`src/rtl/emo_pkg.sv`:
```
//------------------------------------------------------------------------------
// emo_pkg
// shared types and constants of the enveloped multiwave oscillator
//------------------------------------------------------------------------------
package emo_pkg;

    localparam int SineTableBits = 10;

    localparam logic [31:0] LfsrMask = 32'hD000_0001;
    localparam logic [31:0] BaseIncReset = 32'd13421773;
    localparam logic [15:0] AmpReset = 16'd32768;
    localparam logic [31:0] SeedReset = 32'd100;

    localparam logic [16:0] PolyA = 17'd102944;
    localparam logic [16:0] PolyB = 17'd42048;
    localparam logic [16:0] PolyC = 17'd4640;
    localparam logic [11:0] WalkScale = 12'd3277;

    localparam logic [2:0] WaveSine = 3'd0;
    localparam logic [2:0] WaveSquare = 3'd1;
    localparam logic [2:0] WaveTriangle = 3'd2;
    localparam logic [2:0] WaveSaw = 3'd3;
    localparam logic [2:0] WaveWhite = 3'd4;
    localparam logic [2:0] WavePink = 3'd5;
    localparam logic [2:0] WaveBrown = 3'd6;

    localparam logic [1:0] RegWaveform = 2'd0;
    localparam logic [1:0] RegBaseInc = 2'd1;
    localparam logic [1:0] RegAmplitude = 2'd2;
    localparam logic [1:0] RegSeed = 2'd3;

    typedef struct packed {
        logic [2:0] waveform;
        logic [31:0] base_increment;
        logic [15:0] amplitude;
    } cfg_t;

    function automatic logic [31:0] lfsr_next(input logic [31:0] r);
        lfsr_next = r[0] ? ((r >> 1) ^ LfsrMask) : (r >> 1);
    endfunction

endpackage

```
`src/rtl/emo_cfg.sv`:
```
//------------------------------------------------------------------------------
// emo_cfg
// apb register file of the oscillator
//------------------------------------------------------------------------------
module emo_cfg
(
    input  logic                clk,
    input  logic                rst_n,
    input  logic                psel,
    input  logic                penable,
    input  logic                pwrite,
    input  logic [3:0]          paddr,
    input  logic [31:0]         pwdata,
    output logic [31:0]         prdata,
    output logic                pready,
    output emo_pkg::cfg_t       cfg,
    output logic                seed_wr,
    output logic [31:0]         seed_val
);
    import emo_pkg::*;

    logic [2:0]  waveform_reg;
    logic [31:0] base_inc_reg;
    logic [15:0] amplitude_reg;
    logic [31:0] seed_reg;
    logic        wr;
    logic [1:0]  idx;

    assign pready = 1'b1;
    assign wr = psel && penable && pwrite;
    assign idx = paddr[3:2];

    always_ff @(posedge clk or negedge rst_n)
    begin
        if (!rst_n)
        begin
            waveform_reg <= WaveSine;
            base_inc_reg <= BaseIncReset;
            amplitude_reg <= AmpReset;
            seed_reg <= SeedReset;
        end
        else if (wr)
        begin
            case (idx)
                RegWaveform: waveform_reg <= pwdata[2:0];
                RegBaseInc: base_inc_reg <= pwdata;
                RegAmplitude: amplitude_reg <= pwdata[15:0];
                RegSeed: seed_reg <= pwdata;
                default: ;
            endcase
        end
    end

    always_comb
    begin
        case (idx)
            RegWaveform: prdata = {29'd0, waveform_reg};
            RegBaseInc: prdata = base_inc_reg;
            RegAmplitude: prdata = {16'd0, amplitude_reg};
            RegSeed: prdata = seed_reg;
            default: prdata = 32'd0;
        endcase
    end

    assign cfg.waveform = waveform_reg;
    assign cfg.base_increment = base_inc_reg;
    assign cfg.amplitude = amplitude_reg;
    assign seed_wr = wr && (idx == RegSeed);
    assign seed_val = pwdata;
endmodule

```
`config.mk`:
```
export PLATFORM = sky130hd
export DESIGN_NAME = emo_cfg
export DESIGN_NICKNAME = d
export VERILOG_FILES = /design/src/rtl/emo_pkg.sv /design/src/rtl/emo_cfg.sv
export SDC_FILE = /design/constraint.sdc
export NUM_CORES = 1
export LEC_CHECK = 0
export BUFFER_PORTS_ARGS = -buffer_cell sky130_fd_sc_hd__buf_2
export CORE_MARGIN = 4
export CORE_UTILIZATION = 45
export CTS_CLUSTER_SIZE = 8
export DETAILED_ROUTE_END_ITERATION = 7
export GPL_ROUTABILITY_DRIVEN = 0
export PLACE_DENSITY = 0.74
export REMOVE_ABC_BUFFERS = 1
export SETUP_SLACK_MARGIN = 0.05
export SLEW_MARGIN = 20
export SYNTH_ARGS = -nofsm -noshare
export SYNTH_HDL_FRONTEND = slang
export SYNTH_SLANG_ARGS = --single-unit
```
`constraint.sdc`:
```
create_clock -name clk -period 2.22 [get_ports clk]
set_input_delay 0.111 -clock clk [delete_from_list [all_inputs] [get_ports clk]]
set_output_delay 0.111 -clock clk [all_outputs]
set_load 0.005 [all_outputs]
```
==> results.py <==
metrics = {
    "drt": {
        "wl_per_cell_um": 17.43,
        "drtIter0Drc": 49,
        "vias": 2666,
        "ant_nets": 0,
        "firstDrtPassIters": 4,
        "vias_per_cell": 5.107,
        "wl_um": 9101,
        "drc": 0,
    },
    "min_path": {
        "hold_path_startpoint": "pwdata[16]",
        "holdCritPathClass": "input pin to flip-flop",
        "hold_depth": 2,
    },
    "final_layout": {
        "drive_gt1_share_pct": 70.05,
        "regArea_mm2": 0.002098,
        "diodes": 0,
        "n_fill_cell": 762,
        "multi_input_area_mm2": 0.001628,
        "layout_commonest_cell": "buf_2",
        "area_growth_pct": 19.97,
        "fin_nets": 451,
        "layout_common_cells": "153 x buf_2, 83 x mux2_2, 66 x dfrtp_1",
    },
    "pwr": {
        "finalPower_mw": 4.310,
        "pwr-share-comb_pct": 25.8,
        "netSwitchingPower_mw": 1.160,
        "p_per_area_mw_per_mm2": 874.0,
        "ir_worst_vdd_mv": 0.3759,
        "clkPwrFrac_pct": 24.2,
        "seqPwrFrac_pct": 50.0,
        "power_leakage_nw": 2.500,
        "sw_frac_of_total_pct": 26.91,
        "p_int_mw": 3.150,
    },
    "grt": {
        "grt_util_all_layers_pct": 17.21,
        "overflow": 0,
        "grt_first_pass_wirelength_um": 15010,
        "grt_antenna_before_repair": 0,
        "first_global_vias": 2932,
        "grt_max_degree": 45,
    },
    "timing": {
        "rsz0062_at_grt": "false",
        "setup_tns_ns": 0,
        "skew_ns": 0,
        "min_period_ns": 1.555,
        "report.final.slew_viol_count": 0,
        "slew_headroom_pct": 63.37,
        "fmax_mhz": 643.0,
        "final-setup-viol-count": 0,
        "fin_crit_sh_pct": 70.05,
        "whs_ns": 0.02071,
        "hold_violations": 0,
        "tightest_slew_ns": 0.5495,
    },
    "critical_path": {
        "arrival_ns": 1.44,
        "reg2reg_from": "base_inc_reg[27]",
        "rr_worst_depth": 1,
        "cp-start-kind": "input pin",
        "cp_max_fo": 33,
        "cp-end-kind": "output port",
        "worstSetupPathType": "input pin to output port",
        "crit_start": "paddr[2]",
        "worstPathRequired_ns": 2.11,
    },
    "synthesis": {
        "netlist_instances": 285,
        "ys_ff_latch": 83,
        "yosys.area.top_type": "dfrtp_1",
        "yosysSeqAreaShare_pct": 51.05,
        "ys_warn_count": 0,
        "synth.distinct_cells": 21,
        "postSynthAreaPerCell_um2": 14.42,
        "synth_area_leaders": "dfrtp_1 40%, mux2_2 23%, dfstp_2 11%",
        "syn_area_mm2": 0.004110,
        "synth_top_cell_area_share_pct": 40.18,
    },
    "clocking": {
        "cts_resized": 0,
        "clk_pin_slew_worst_paths_ns": 0.08,
        "cts_root_buffer": "clkbuf_8",
        "cts_tree": "built",
        "cts_made_buffers": 9,
        "htreeDepth": 3,
        "clock-sinks": 83,
        "clk_latency_ns": 0.33,
        "clock_path_buffers": 2,
    },
    "floorplanning": {
        "fp.dieArea_mm2": 0.01073,
        "core_mm2": 0.008806,
        "initial_utilization_pct": 46.68,
        "num_rows": 34,
        "die_y_um": 103.6,
        "ios": 158,
        "die_w_um": 103.6,
    },
    "status": {
        "status": "complete, no violations",
    },
    "job": {
        "max_cap_viol_count": 0,
    },
    "placement": {
        "numPortBuffers": 154,
        "hpwl_um": 6318,
    },
}
-- metrics by stage --
stage	utilization, %	area, µm²	std cells	setup WS, ns
6_report	56.00	4931	522	0.6648
5_1_grt	56.00	4931	522	0.5674
4_1_cts	56.00	4931	522	0.6559
3_5_place_dp	53.55	4716	504	0.5272
3_3_place_gp	53.55	4716	504	0.5722
2_1_floorplan	-	3730	235	0.7588
-- power by group through the flow --
stage / logic (mW) / clock network (mW) / registers, mW
2_1_floorplan: 0.565 / 0 / 2.14
3_3_place_gp: 1.10 / 0 / 2.15
3_5_place_dp: 1.13 / 0 / 2.18
4_1_cts: 1.14 / 1.09 / 2.15
5_1_grt: 1.23 / 1.15 / 2.20
6_report: 1.11 / 1.04 / 2.15
-- synthesized netlist by cell type --
cell type,instances
mux4_2,3
clkbuf_1,1
nor2b_1,17
dfrtp_1,66
mux2_1,3
mux2_4,10
inv_1,1
buf_6,5
buf_12,1
mux2i_1,16
buf_4,34
conb_1,1
a22o_1,13
and3b_1,1
dfstp_2,17
buf_2,9
nor3b_1,1
nand3_2,1
mux2_2,83
and3_4,1
nand3b_4,1
-- cell type report --
cell class,count,share of cell area (%)
Tap cell,108,2.740
Clock buffer,12,2.943
Clock inverter,3,0.8120
Inverter,1,0.07612
Multi-Input combinational cell,151,33.01
Sequential cell,83,42.55
Timing Repair Buffer,164,17.86
-- logic make-up after synthesis --
kind of cell,count (synthesis),share of synthesized area [%]
mux,115,32.75
compound gates,13,2.770
simple gates,22,3.988
buf+inv,51,9.345
other cells,1,0.09124
flops,83,51.05
-- what timing repair did --
action | CTS | global route
hold buffers | 3 | 0
hold endpoints to repair | 27 | 0
setup buffers | 0 | 0
-- per-layer routing --
metal	share of wire (%)	global-route usage, %	up-vias
met2	50	28.93	98
met3	5.7	3.669	7
li1	-	-	1228
met1	44	22.29	1333
met4	0.59	5.603	0
met5	0	0	-
-- critical path, cell delays in order --
cell	delay, ns
buf_2	0.16
buf_4	0.42
mux2_2	0.39
a22o_1	0.23
buf_2	0.12
-- worst paths after layout --
kind / to / slack [ns]
setup / recovery: prdata[15] / 0.66
hold / removal: base_inc_reg[16] / 0.02
setup reg to reg: base_inc_reg[27] / 1.40
hold reg to reg: seed_reg[19] / 0.51
max in group asynchronous: base_inc_reg[0] / 1.22
min in group asynchronous: seed_reg[3] / 0.31
Note: power is estimated with default switching activity, not from simulation.
